===== src/rtl/cursor_line_edit_buffer_macros.svh =====
// assertion macros shared by the line edit buffer rtl
// expects clk and rst_n in the scope where a macro is used
`ifndef CURSOR_LINE_EDIT_BUFFER_MACROS_SVH
`define CURSOR_LINE_EDIT_BUFFER_MACROS_SVH

// same-cycle implication, disabled during reset
`define CLEB_ASSERT_NOW(label, ante, cons, msg) \
  label: assert property (@(posedge clk) disable iff (!rst_n) (ante) |-> (cons)) \
    else $error(msg);

// next-cycle implication, disabled during reset
`define CLEB_ASSERT_NEXT(label, ante, cons, msg) \
  label: assert property (@(posedge clk) disable iff (!rst_n) (ante) |=> (cons)) \
    else $error(msg);

`endif


===== src/rtl/cleb_pkg.sv =====
// shared types and constants for the line edit buffer
// no dependencies
`timescale 1ns / 1ps
`default_nettype none

package cleb_pkg;

  localparam int BYTE_W         = 8;
  localparam int IDX_W          = 6;
  localparam int NODE_DEPTH     = 64;
  localparam int POOL_SLOTS_DEF = 63;

  localparam logic [BYTE_W-1:0] KEY_HOME    = 8'h5B;
  localparam logic [BYTE_W-1:0] KEY_END     = 8'h5D;
  localparam logic [BYTE_W-1:0] KEY_BACK    = 8'h3C;
  localparam logic [BYTE_W-1:0] KEY_NEWLINE = 8'h0A;

  typedef logic [2:0] key_class_t;
  localparam key_class_t KC_INS  = 3'd0;
  localparam key_class_t KC_HOME = 3'd1;
  localparam key_class_t KC_END  = 3'd2;
  localparam key_class_t KC_BACK = 3'd3;
  localparam key_class_t KC_NL   = 3'd4;

  // controller to datapath
  typedef struct packed {
    logic accept;
    logic rd_prev_cur;
    logic rd_free_top;
    logic ins_link1;
    logic ins_link2;
    logic rd_prev_victim;
    logic del_link;
    logic rd_next_head;
    logic set_cursor_home;
    logic set_cursor_end;
    logic set_ovf;
    logic walk_start;
    logic walk_rd;
    logic walk_emit;
    logic emit_final;
    logic clear_line;
  } cmd_t;

  // datapath to controller
  typedef struct packed {
    key_class_t key;
    logic       fc_zero;
    logic       victim_zero;
    logic       walk_done;
    logic       out_free;
  } sts_t;

endpackage

`default_nettype wire


===== src/rtl/cleb_ram.sv =====
// generic single write port ram with registered read
// no dependencies
`timescale 1ns / 1ps
`default_nettype none

module cleb_ram #(
  parameter int WIDTH = 8,
  parameter int DEPTH = 64,
  localparam int AW   = (DEPTH > 1) ? $clog2(DEPTH) : 1
) (
  input  wire logic             clk,
  input  wire logic             we,
  input  wire logic [AW-1:0]    waddr,
  input  wire logic [WIDTH-1:0] wdata,
  input  wire logic             re,
  input  wire logic [AW-1:0]    raddr,
  output logic      [WIDTH-1:0] rdata
);

  logic [WIDTH-1:0] mem [DEPTH];

  always_ff @(posedge clk) begin
    if (we) begin
      mem[waddr] <= wdata;
    end
    if (re) begin
      rdata <= mem[raddr];
    end
  end

endmodule

`default_nettype wire


===== src/rtl/cleb_ctrl.sv =====
// sequencer for the line edit buffer: one state per memory step of each key
// depends on cleb_pkg and the assertion macros header
`timescale 1ns / 1ps
`default_nettype none
`include "cursor_line_edit_buffer_macros.svh"

module cleb_ctrl (
  input  wire logic          clk,
  input  wire logic          rst_n,
  input  wire logic          in_valid,
  output logic               in_ready,
  input  wire cleb_pkg::sts_t sts,
  output cleb_pkg::cmd_t     cmd
);
  import cleb_pkg::*;

  localparam logic [3:0] S_INIT    = 4'd0;
  localparam logic [3:0] S_IDLE    = 4'd1;
  localparam logic [3:0] S_INS_B   = 4'd2;
  localparam logic [3:0] S_INS_C   = 4'd3;
  localparam logic [3:0] S_DEL_B   = 4'd4;
  localparam logic [3:0] S_DEL_C   = 4'd5;
  localparam logic [3:0] S_HOME    = 4'd6;
  localparam logic [3:0] S_NL_HEAD = 4'd7;
  localparam logic [3:0] S_WALK_RD = 4'd8;
  localparam logic [3:0] S_WALK_WR = 4'd9;
  localparam logic [3:0] S_FINAL   = 4'd10;

  logic [3:0] state_r, state_nxt;

  assign in_ready = (state_r == S_IDLE);

  always_comb begin
    state_nxt = state_r;
    cmd       = '0;
    unique case (state_r)
      S_INIT: begin
        // put the head links back on the head
        cmd.clear_line = 1'b1;
        state_nxt      = S_IDLE;
      end
      S_IDLE: begin
        if (in_valid) begin
          cmd.accept = 1'b1;
          unique case (sts.key)
            KC_INS: begin
              if (sts.fc_zero) begin
                cmd.set_ovf = 1'b1;
              end else begin
                cmd.rd_prev_cur = 1'b1;
                cmd.rd_free_top = 1'b1;
                state_nxt       = S_INS_B;
              end
            end
            KC_HOME: begin
              cmd.rd_next_head = 1'b1;
              state_nxt        = S_HOME;
            end
            KC_END: begin
              cmd.set_cursor_end = 1'b1;
            end
            KC_BACK: begin
              cmd.rd_prev_cur = 1'b1;
              state_nxt       = S_DEL_B;
            end
            KC_NL: begin
              cmd.rd_next_head = 1'b1;
              state_nxt        = S_NL_HEAD;
            end
            default: begin
              state_nxt = S_IDLE;
            end
          endcase
        end
      end
      S_INS_B: begin
        cmd.ins_link1 = 1'b1;
        state_nxt     = S_INS_C;
      end
      S_INS_C: begin
        cmd.ins_link2 = 1'b1;
        state_nxt     = S_IDLE;
      end
      S_DEL_B: begin
        // cursor at the start of the line: nothing to erase
        if (sts.victim_zero) begin
          state_nxt = S_IDLE;
        end else begin
          cmd.rd_prev_victim = 1'b1;
          state_nxt          = S_DEL_C;
        end
      end
      S_DEL_C: begin
        cmd.del_link = 1'b1;
        state_nxt    = S_IDLE;
      end
      S_HOME: begin
        cmd.set_cursor_home = 1'b1;
        state_nxt           = S_IDLE;
      end
      S_NL_HEAD: begin
        cmd.walk_start = 1'b1;
        state_nxt      = S_WALK_RD;
      end
      S_WALK_RD: begin
        if (sts.walk_done) begin
          state_nxt = S_FINAL;
        end else begin
          cmd.walk_rd = 1'b1;
          state_nxt   = S_WALK_WR;
        end
      end
      S_WALK_WR: begin
        // read data holds in the rams until the output slot frees up
        if (sts.out_free) begin
          cmd.walk_emit = 1'b1;
          state_nxt     = S_WALK_RD;
        end
      end
      S_FINAL: begin
        if (sts.out_free) begin
          cmd.emit_final = 1'b1;
          cmd.clear_line = 1'b1;
          state_nxt      = S_IDLE;
        end
      end
      default: begin
        state_nxt = S_INIT;
      end
    endcase
  end

  always_ff @(posedge clk) begin
    if (!rst_n) begin
      state_r <= S_INIT;
    end else begin
      state_r <= state_nxt;
    end
  end

  `CLEB_ASSERT_NOW(a_emit_needs_free, cmd.walk_emit || cmd.emit_final, sts.out_free, "output busy")
  `CLEB_ASSERT_NOW(a_insert_has_slot, cmd.ins_link1, !sts.fc_zero, "insert with empty free stack")
  `CLEB_ASSERT_NEXT(a_insert_completes, cmd.ins_link1, cmd.ins_link2, "insert step missing")

endmodule

`default_nettype wire


===== src/rtl/cleb_dpath.sv =====
// datapath: link, character and free-stack rams, cursor, counters, output register
// depends on cleb_pkg, cleb_ram and the assertion macros header
`timescale 1ns / 1ps
`default_nettype none
`include "cursor_line_edit_buffer_macros.svh"

module cleb_dpath #(
  parameter int POOL_SLOTS = cleb_pkg::POOL_SLOTS_DEF
) (
  input  wire logic                        clk,
  input  wire logic                        rst_n,
  input  wire logic [cleb_pkg::BYTE_W-1:0] in_byte,
  output logic      [cleb_pkg::BYTE_W-1:0] out_byte,
  output logic                             out_last,
  output logic                             out_dropped,
  output logic                             out_valid,
  input  wire logic                        out_ready,
  input  wire cleb_pkg::cmd_t              cmd,
  output cleb_pkg::sts_t                   sts
);
  import cleb_pkg::*;

  localparam int FREE_AW = (POOL_SLOTS > 1) ? $clog2(POOL_SLOTS) : 1;
  localparam logic [IDX_W-1:0] POOL_N = IDX_W'(POOL_SLOTS);

  logic [BYTE_W-1:0] byte_r;
  logic [IDX_W-1:0]  cursor_r, fc_r, lw_r, slot_r, victim_r, node_r, steps_r;
  logic              ovf_r;
  logic [BYTE_W-1:0] out_byte_r;
  logic              out_last_r, out_dropped_r, out_valid_r;

  logic [IDX_W-1:0]  next_rd, prev_rd, free_rd, slot_w;
  logic [BYTE_W-1:0] char_rd;

  logic               nxt_we, prv_we, nxt_re, prv_re;
  logic [IDX_W-1:0]   nxt_waddr, nxt_wdata, nxt_raddr;
  logic [IDX_W-1:0]   prv_waddr, prv_wdata, prv_raddr;
  logic               free_we;
  logic [FREE_AW-1:0] free_waddr, free_raddr;
  logic               out_free;

  // free stack entries below the low-water mark still hold their refill value
  assign slot_w     = (fc_r <= lw_r) ? fc_r : free_rd;
  assign free_raddr = FREE_AW'(fc_r - 1'b1);
  assign free_waddr = FREE_AW'(fc_r);
  assign free_we    = cmd.del_link && (fc_r < POOL_N);
  assign out_free   = !out_valid_r || out_ready;

  always_comb begin
    sts.fc_zero     = (fc_r == '0);
    sts.victim_zero = (prev_rd == '0);
    sts.walk_done   = (node_r == '0) || (steps_r == POOL_N);
    sts.out_free    = out_free;
    if (in_byte == KEY_NEWLINE) begin
      sts.key = KC_NL;
    end else if (in_byte == KEY_END) begin
      sts.key = KC_END;
    end else if (in_byte == KEY_HOME) begin
      sts.key = KC_HOME;
    end else if (in_byte == KEY_BACK) begin
      sts.key = KC_BACK;
    end else begin
      sts.key = KC_INS;
    end
  end

  always_comb begin
    nxt_we    = 1'b0;
    nxt_waddr = '0;
    nxt_wdata = '0;
    prv_we    = 1'b0;
    prv_waddr = '0;
    prv_wdata = '0;
    unique if (cmd.ins_link1) begin
      nxt_we    = 1'b1;
      nxt_waddr = prev_rd;
      nxt_wdata = slot_w;
      prv_we    = 1'b1;
      prv_waddr = slot_w;
      prv_wdata = prev_rd;
    end else if (cmd.ins_link2) begin
      nxt_we    = 1'b1;
      nxt_waddr = slot_r;
      nxt_wdata = cursor_r;
      prv_we    = 1'b1;
      prv_waddr = cursor_r;
      prv_wdata = slot_r;
    end else if (cmd.del_link) begin
      nxt_we    = 1'b1;
      nxt_waddr = prev_rd;
      nxt_wdata = cursor_r;
      prv_we    = 1'b1;
      prv_waddr = cursor_r;
      prv_wdata = prev_rd;
    end else if (cmd.clear_line) begin
      nxt_we = 1'b1;
      prv_we = 1'b1;
    end else begin
      nxt_we = 1'b0;
    end
  end

  assign nxt_re    = cmd.rd_next_head || cmd.walk_rd;
  assign nxt_raddr = cmd.walk_rd ? node_r : '0;
  assign prv_re    = cmd.rd_prev_cur || cmd.rd_prev_victim;
  assign prv_raddr = cmd.rd_prev_victim ? prev_rd : cursor_r;

  cleb_ram #(.WIDTH(IDX_W), .DEPTH(NODE_DEPTH)) u_next_ram (
    .clk   (clk),
    .we    (nxt_we),
    .waddr (nxt_waddr),
    .wdata (nxt_wdata),
    .re    (nxt_re),
    .raddr (nxt_raddr),
    .rdata (next_rd)
  );

  cleb_ram #(.WIDTH(IDX_W), .DEPTH(NODE_DEPTH)) u_prev_ram (
    .clk   (clk),
    .we    (prv_we),
    .waddr (prv_waddr),
    .wdata (prv_wdata),
    .re    (prv_re),
    .raddr (prv_raddr),
    .rdata (prev_rd)
  );

  cleb_ram #(.WIDTH(BYTE_W), .DEPTH(NODE_DEPTH)) u_char_ram (
    .clk   (clk),
    .we    (cmd.ins_link1),
    .waddr (slot_w),
    .wdata (byte_r),
    .re    (cmd.walk_rd),
    .raddr (node_r),
    .rdata (char_rd)
  );

  cleb_ram #(.WIDTH(IDX_W), .DEPTH(POOL_SLOTS)) u_free_ram (
    .clk   (clk),
    .we    (free_we),
    .waddr (free_waddr),
    .wdata (victim_r),
    .re    (cmd.rd_free_top),
    .raddr (free_raddr),
    .rdata (free_rd)
  );

  // control state
  always_ff @(posedge clk) begin
    if (!rst_n) begin
      cursor_r    <= '0;
      fc_r        <= POOL_N;
      lw_r        <= POOL_N;
      ovf_r       <= 1'b0;
      out_valid_r <= 1'b0;
    end else begin
      if (cmd.clear_line) begin
        cursor_r <= '0;
        fc_r     <= POOL_N;
        lw_r     <= POOL_N;
        ovf_r    <= 1'b0;
      end else begin
        if (cmd.set_cursor_end) begin
          cursor_r <= '0;
        end else if (cmd.set_cursor_home) begin
          cursor_r <= next_rd;
        end
        if (cmd.set_ovf) begin
          ovf_r <= 1'b1;
        end
        if (cmd.ins_link1) begin
          fc_r <= fc_r - 1'b1;
          if (fc_r <= lw_r) begin
            lw_r <= fc_r - 1'b1;
          end
        end else if (free_we) begin
          fc_r <= fc_r + 1'b1;
        end
      end
      if (cmd.walk_emit || cmd.emit_final) begin
        out_valid_r <= 1'b1;
      end else if (out_ready) begin
        out_valid_r <= 1'b0;
      end
    end
  end

  // payload
  always_ff @(posedge clk) begin
    if (cmd.accept) begin
      byte_r <= in_byte;
    end
    if (cmd.ins_link1) begin
      slot_r <= slot_w;
    end
    if (cmd.rd_prev_victim) begin
      victim_r <= prev_rd;
    end
    if (cmd.walk_start) begin
      node_r  <= next_rd;
      steps_r <= '0;
    end else if (cmd.walk_emit) begin
      node_r  <= next_rd;
      steps_r <= steps_r + 1'b1;
    end
    if (cmd.walk_emit) begin
      out_byte_r    <= char_rd;
      out_last_r    <= 1'b0;
      out_dropped_r <= 1'b0;
    end else if (cmd.emit_final) begin
      out_byte_r    <= KEY_NEWLINE;
      out_last_r    <= 1'b1;
      out_dropped_r <= ovf_r;
    end
  end

  assign out_byte    = out_byte_r;
  assign out_last    = out_last_r;
  assign out_dropped = out_dropped_r;
  assign out_valid   = out_valid_r;

  `CLEB_ASSERT_NOW(a_lw_below_count, 1'b1, lw_r <= fc_r, "low-water mark above free count")
  `CLEB_ASSERT_NOW(a_count_in_pool, 1'b1, fc_r <= POOL_N, "free count above pool size")

endmodule

`default_nettype wire


===== src/rtl/cursor_line_edit_buffer.sv =====
// Line edit buffer: each input transfer is one typed byte; '[' homes the cursor, ']' sends it
// to the end, '<' erases the character before it, a newline reads the line out (one result
// per character, then a newline result with out_last set and out_dropped telling whether an
// insert was lost to a full pool) and clears the line; any other byte is inserted before the
// cursor. The line lives in a doubly linked list in link rams with one write port and a
// registered read, so each edit is a short chain of dependent read and write steps: end and
// an insert into a full pool are handled in the idle state, backspace at line start stops
// after its read, and a newline also waits whenever the result side stalls. After reset a
// one-cycle clearing pass resets the head links, during which in_ready stays low.
// depends on cleb_pkg, cleb_ctrl and cleb_dpath
`timescale 1ns / 1ps
`default_nettype none

module cursor_line_edit_buffer #(
  parameter int POOL_SLOTS = cleb_pkg::POOL_SLOTS_DEF
) (
  input  wire logic                        clk,
  input  wire logic                        rst_n,
  input  wire logic                        in_valid,
  output logic                             in_ready,
  input  wire logic [cleb_pkg::BYTE_W-1:0] in_byte,
  output logic                             out_valid,
  input  wire logic                        out_ready,
  output logic      [cleb_pkg::BYTE_W-1:0] out_byte,
  output logic                             out_last,
  output logic                             out_dropped
);
  import cleb_pkg::*;

  cmd_t cmd;
  sts_t sts;

  cleb_ctrl u_ctrl (
    .clk      (clk),
    .rst_n    (rst_n),
    .in_valid (in_valid),
    .in_ready (in_ready),
    .sts      (sts),
    .cmd      (cmd)
  );

  cleb_dpath #(.POOL_SLOTS(POOL_SLOTS)) u_dpath (
    .clk         (clk),
    .rst_n       (rst_n),
    .in_byte     (in_byte),
    .out_byte    (out_byte),
    .out_last    (out_last),
    .out_dropped (out_dropped),
    .out_valid   (out_valid),
    .out_ready   (out_ready),
    .cmd         (cmd),
    .sts         (sts)
  );

endmodule

`default_nettype wire

===== config.mk =====
export PLATFORM = sky130hd
export DESIGN_NAME = cursor_line_edit_buffer
export DESIGN_NICKNAME = d
export VERILOG_FILES = /design/src/rtl/cleb_pkg.sv /design/src/rtl/cleb_ram.sv /design/src/rtl/cleb_ctrl.sv /design/src/rtl/cleb_dpath.sv /design/src/rtl/cursor_line_edit_buffer.sv
export VERILOG_INCLUDE_DIRS = /design/src /design/src/rtl
export SDC_FILE = /design/constraint.sdc
export NUM_CORES = 2
export LEC_CHECK = 0
export ABC_AREA = 0
export ABC_CLOCK_PERIOD_IN_PS = 5500
export BUFFER_PORTS_ARGS = -buffer_cell sky130_fd_sc_hd__buf_2
export CORE_ASPECT_RATIO = 0.7
export CORE_MARGIN = 8
export CORE_UTILIZATION = 35
export DETAILED_ROUTE_END_ITERATION = 8
export PLACE_DENSITY = 0.59
export SYNTH_ARGS = -nofsm -noshare
export SYNTH_HDL_FRONTEND = slang
export SYNTH_SLANG_ARGS = --single-unit

===== constraint.sdc =====
create_clock -name clk -period 5.5 [get_ports clk]
set_input_delay 0.825 -clock clk [delete_from_list [all_inputs] [get_ports clk]]
set_output_delay 0.825 -clock clk [all_outputs]
set_load 0.005 [all_outputs]

==> metrics <==
detailed-route wire length=209,000 um; worst-case headroom to the max-slew limit=0.0825; arrival time reported for the critical path endpoint=4.70 ns; nets@finish=4,715; final total negative setup slack=0 ns; number of different library cells in the post-synthesis netlist=79; Worst Path Required=5.92 ns; power density relative to cell area=338 mW/mm2; Synth Net Count=4,660; antenna violations before repair=10; proportion of synthesized flip-flops having asynchronous set or reset=0; final core utilization=0.395; FF-to-FF setup slack=1.22 ns; depth of the worst register-to-register path=11; largest net degree at the start of global routing=129; maximum clock path buffer count=4; Worst Hold Slack=0.299 ns; Cells on Worst Hold Path=1; Residual DRC=0; Die Footprint=0.226 mm2; worst setup skew after layout=0.0393 ns; Num CTS Buffers=165; Hold Buf Count CTS=0; number of register bits inferred by synthesis=1,750; yosys warns=0; number of DRC violations after detailed-routing iteration 0=6,371; CTS tree=built; wire length of the first global-routing pass=304,000 um; proportion of layout cells with a drive suffix above 1=0.170; Final WS setup=1.22 ns; Buffers on Ports=23; x dimension of the die=565 um; initial standard-cell utilization of the core=0.351; RSZ-0062 raised after global routing=false; number of max-slew violations in the final report=0; type of origin of the critical path=flop; start point of the worst min-delay path=in_byte[2]; gate count after technology mapping=4,638; core area=0.210 mm2; Critical Path Fanout Max=25; max capacitance violation total=0; via count of the first global-routing pass=42,400; slew at the pin closest to its max-slew limit=1.37 ns; total via count in the routed design=44,300; number of flops mapped to enable cells by yosys=1,718; total grt overflow=0; Avg Synthesized Cell Area=15.9 um2; DP Worst Slack=1.22 ns; capture endpoint of the worst hold path=u_dpath.byte_r[2]$_DFFE_PP_; area of the mapped netlist=0.0739 mm2; clock-pin slew on the worst setup and hold paths=0.07 ns; end of the worst register-to-register path=u_dpath.u_char_ram.mem[57][7]$_DFFE_PP_; area grow syn2layout=12.5%; number of ports placed on the die boundary=24; Crit Path Class=reg -> reg; clock sink count=1,750; Pre-antenna DRT Iters=7; buffers inserted by post-CTS timing repair=0; Design Area, Final=0.0831 mm2; floorplan die height=400 um; H-tree levels=4; HP Class=in -> reg; period utilisation layout=0.779; total of endpoints with negative setup slack in the final report=0; top_reg_cell synth=sky130_fd_sc_hd__edfxtp_1; clock latency reported for the late side of the worst-skew pair=0.80 ns; global-route total usage across every layer=0.179; part of the Yosys area used for sequential elements=0.707; number of gates resized after CTS=0; Pleak=27.0 nW; count of inserted antenna diode cells=0; source of the worst register-to-register timing path=u_dpath.fc_r[0]$_SDFFE_PP1P_; Filler cells=19,100; VDD IR-drop max=243 uV; antenna-violating nets left=0; clock root buffer master=sky130_fd_sc_hd__clkbuf_16; wire per inst=27.5 um; status=complete, no violations; final hold vios=0; GPL Wtd Cong=0.881; minimum period implied by the final worst setup slack=4.28 ns; number of core rows=141; capturing element type of the critical path=flop; HPWL after detailed placement=131,000 um; Fmax achieved=0.234 GHz; Placed Instance Area=0.0780 mm2; number of vias per cell after detailed routing=5.83
[routing by layer]
metal | global-route usage | share of wire | vias to the layer above
met2 | 0.244 | 0.41 | 2396
li1 | - | - | 18700
met5 | 0 | 0.00017 | -
met3 | 0.0490 | 0.11 | 279
met1 | 0.282 | 0.46 | 23000
met4 | 0.0335 | 0.018 | 6
[cell type report]
| type | count | area, um2 | area share |
|---|---|---|---|
| flip-flops and latches | 1750 | 52200 | 0.629 |
| multi-input cells | 2450 | 20200 | 0.243 |
| repair buffers | 217 | 1700 | 0.0204 |
| clock buffers | 200 | 4330 | 0.0522 |
| inverters | 109 | 409 | 0.00493 |
| clock inverters | 84 | 696 | 0.00838 |
| well taps | 2788 | 3490 | 0.0420 |
[worst max-delay path by stage]
| stage | from | cells after the start | slack [ns] | end |
|---|---|---|---|---|
| floorplan | u_dpath.fc_r[0]$_SDFFE_PP1P_ | 12 | 0.66 | u_dpath.u_next_ram.mem[0][5]$_DFFE_PP_ |
| global placement | u_dpath.fc_r[0]$_SDFFE_PP1P_ | 11 | 1.16 | u_dpath.u_char_ram.mem[59][7]$_DFFE_PP_ |
| detailed placement | u_dpath.fc_r[0]$_SDFFE_PP1P_ | 11 | 1.22 | u_dpath.u_char_ram.mem[57][1]$_DFFE_PP_ |
| CTS | u_dpath.fc_r[0]$_SDFFE_PP1P_ | 11 | 1.21 | u_dpath.u_char_ram.mem[57][3]$_DFFE_PP_ |
| global route | u_dpath.fc_r[0]$_SDFFE_PP1P_ | 11 | 0.99 | u_dpath.u_char_ram.mem[63][7]$_DFFE_PP_ |
| finish | u_dpath.fc_r[0]$_SDFFE_PP1P_ | 11 | 1.22 | u_dpath.u_char_ram.mem[57][7]$_DFFE_PP_ |
[through the flow]
step / cells / power (W)
after CTS: 7598 / 0.0282
after detailed placement: 7314 / 0.0173
final: 7598 / 0.0281
after global routing: 7598 / 0.0288
after floorplan: 4638 / 0.0163
after global placement: 7314 / 0.0172
[registers in the layout (all words and copies together) (netlist names)]
register / flops
u_dpath.node_r: 6
u_dpath.u_free_ram.mem: 378
u_dpath.u_char_ram.mem: 512
u_dpath.cursor_r: 6
u_dpath.slot_r: 6
u_dpath.u_free_ram.rdata: 6
u_ctrl.state_r: 4
u_dpath.out_dropped: 1
u_dpath.steps_r: 6
u_dpath.u_char_ram.rdata: 8
u_dpath.u_next_ram.rdata: 6
u_dpath.u_prev_ram.rdata: 6
u_dpath.out_last: 1
u_dpath.victim_r: 6
u_dpath.ovf_r: 1
u_dpath.u_prev_ram.mem: 384
u_dpath.u_next_ram.mem: 384
u_dpath.byte_r: 8
u_dpath.fc_r: 6
u_dpath.out_valid: 1
u_dpath.out_byte: 8
u_dpath.lw_r: 6
[where the power goes]
part           switching (W)  internal, W  total [W]
Clock                0.00496      0.00612     0.0111
Sequential          0.000108       0.0150     0.0151
Combinational        0.00145     0.000440    0.00189
[cells by family after synthesis]
family | share of synthesized area
xor gates and xnor gates | 0.00154
and+or+nand+nor | 0.0673
DFF | 0.707
AOI/OAI and AO/OA | 0.0898
buffers and inverters | 0.0232
adders and majority gates | 0.00169
muxes | 0.109
[cell usage after synthesis (all sizes together), types with 32 or more instances]
| master | n | area share |
|---|---|---|
| nand2 | 258 | 0.013 |
| buf | 80 | 0.0050 |
| nand2b | 37 | 0.0031 |
| o211a | 46 | 0.0062 |
| o31ai | 42 | 0.0043 |
| o2111ai | 62 | 0.0074 |
| a21oi | 135 | 0.0092 |
| o221ai | 45 | 0.0053 |
| a21o | 52 | 0.0053 |
| a211oi | 65 | 0.0068 |
| edfxtp | 1718 | 0.70 |
| nor3 | 60 | 0.0041 |
| o21ai | 235 | 0.016 |
| and3 | 78 | 0.0066 |
| a22o | 60 | 0.0071 |
| mux2i | 153 | 0.021 |
| inv | 105 | 0.0053 |
| nand3 | 132 | 0.0089 |
| nor4 | 42 | 0.0036 |
| mux4 | 278 | 0.085 |
| dfxtp | 32 | 0.0087 |
| nor2 | 294 | 0.015 |
| clkbuf | 249 | 0.013 |
[layout by cell type, fill, tap and decap left out, drive strengths merged, types with 11 or more instances in the layout]
| cell | count |
|---|---|
| and3 | 78 |
| nand2 | 258 |
| o2111ai | 62 |
| mux2 | 24 |
| nand4 | 16 |
| clkinv | 65 |
| a21o | 52 |
| a2111oi | 23 |
| o31ai | 42 |
| nor2 | 294 |
| o211ai | 27 |
| nor3 | 60 |
| mux4 | 278 |
| o22ai | 27 |
| a22o | 60 |
| and2 | 21 |
| dfxtp | 32 |
| a31oi | 18 |
| nor4 | 42 |
| nor4b | 15 |
| a2bb2oi | 18 |
| a22oi | 11 |
| a211oi | 65 |
| nand4b | 22 |
| o211a | 46 |
| inv | 109 |
| a21boi | 20 |
| nand2b | 37 |
| a21oi | 135 |
| o21ai | 235 |
| buf | 217 |
| clkbuf | 200 |
| edfxtp | 1718 |
| nand3 | 132 |
| o221ai | 45 |
| bufinv | 11 |
| nor2b | 20 |
| mux2i | 153 |
[worst max-delay path, stage by stage (launching register included)]
cell	delay, ns
sky130_fd_sc_hd__dfxtp_4	0.54
sky130_fd_sc_hd__clkinv_1	0.12
sky130_fd_sc_hd__buf_4	0.21
sky130_fd_sc_hd__ha_1	0.19
sky130_fd_sc_hd__inv_1	0.05
sky130_fd_sc_hd__a21oi_1	0.07
sky130_fd_sc_hd__o221ai_1	0.60
sky130_fd_sc_hd__nand3_1	0.20
sky130_fd_sc_hd__and2_1	0.34
sky130_fd_sc_hd__buf_4	0.31
sky130_fd_sc_hd__or3_1	0.56
sky130_fd_sc_hd__nor2_1	0.68
Power figures use the tool's default switching activity.
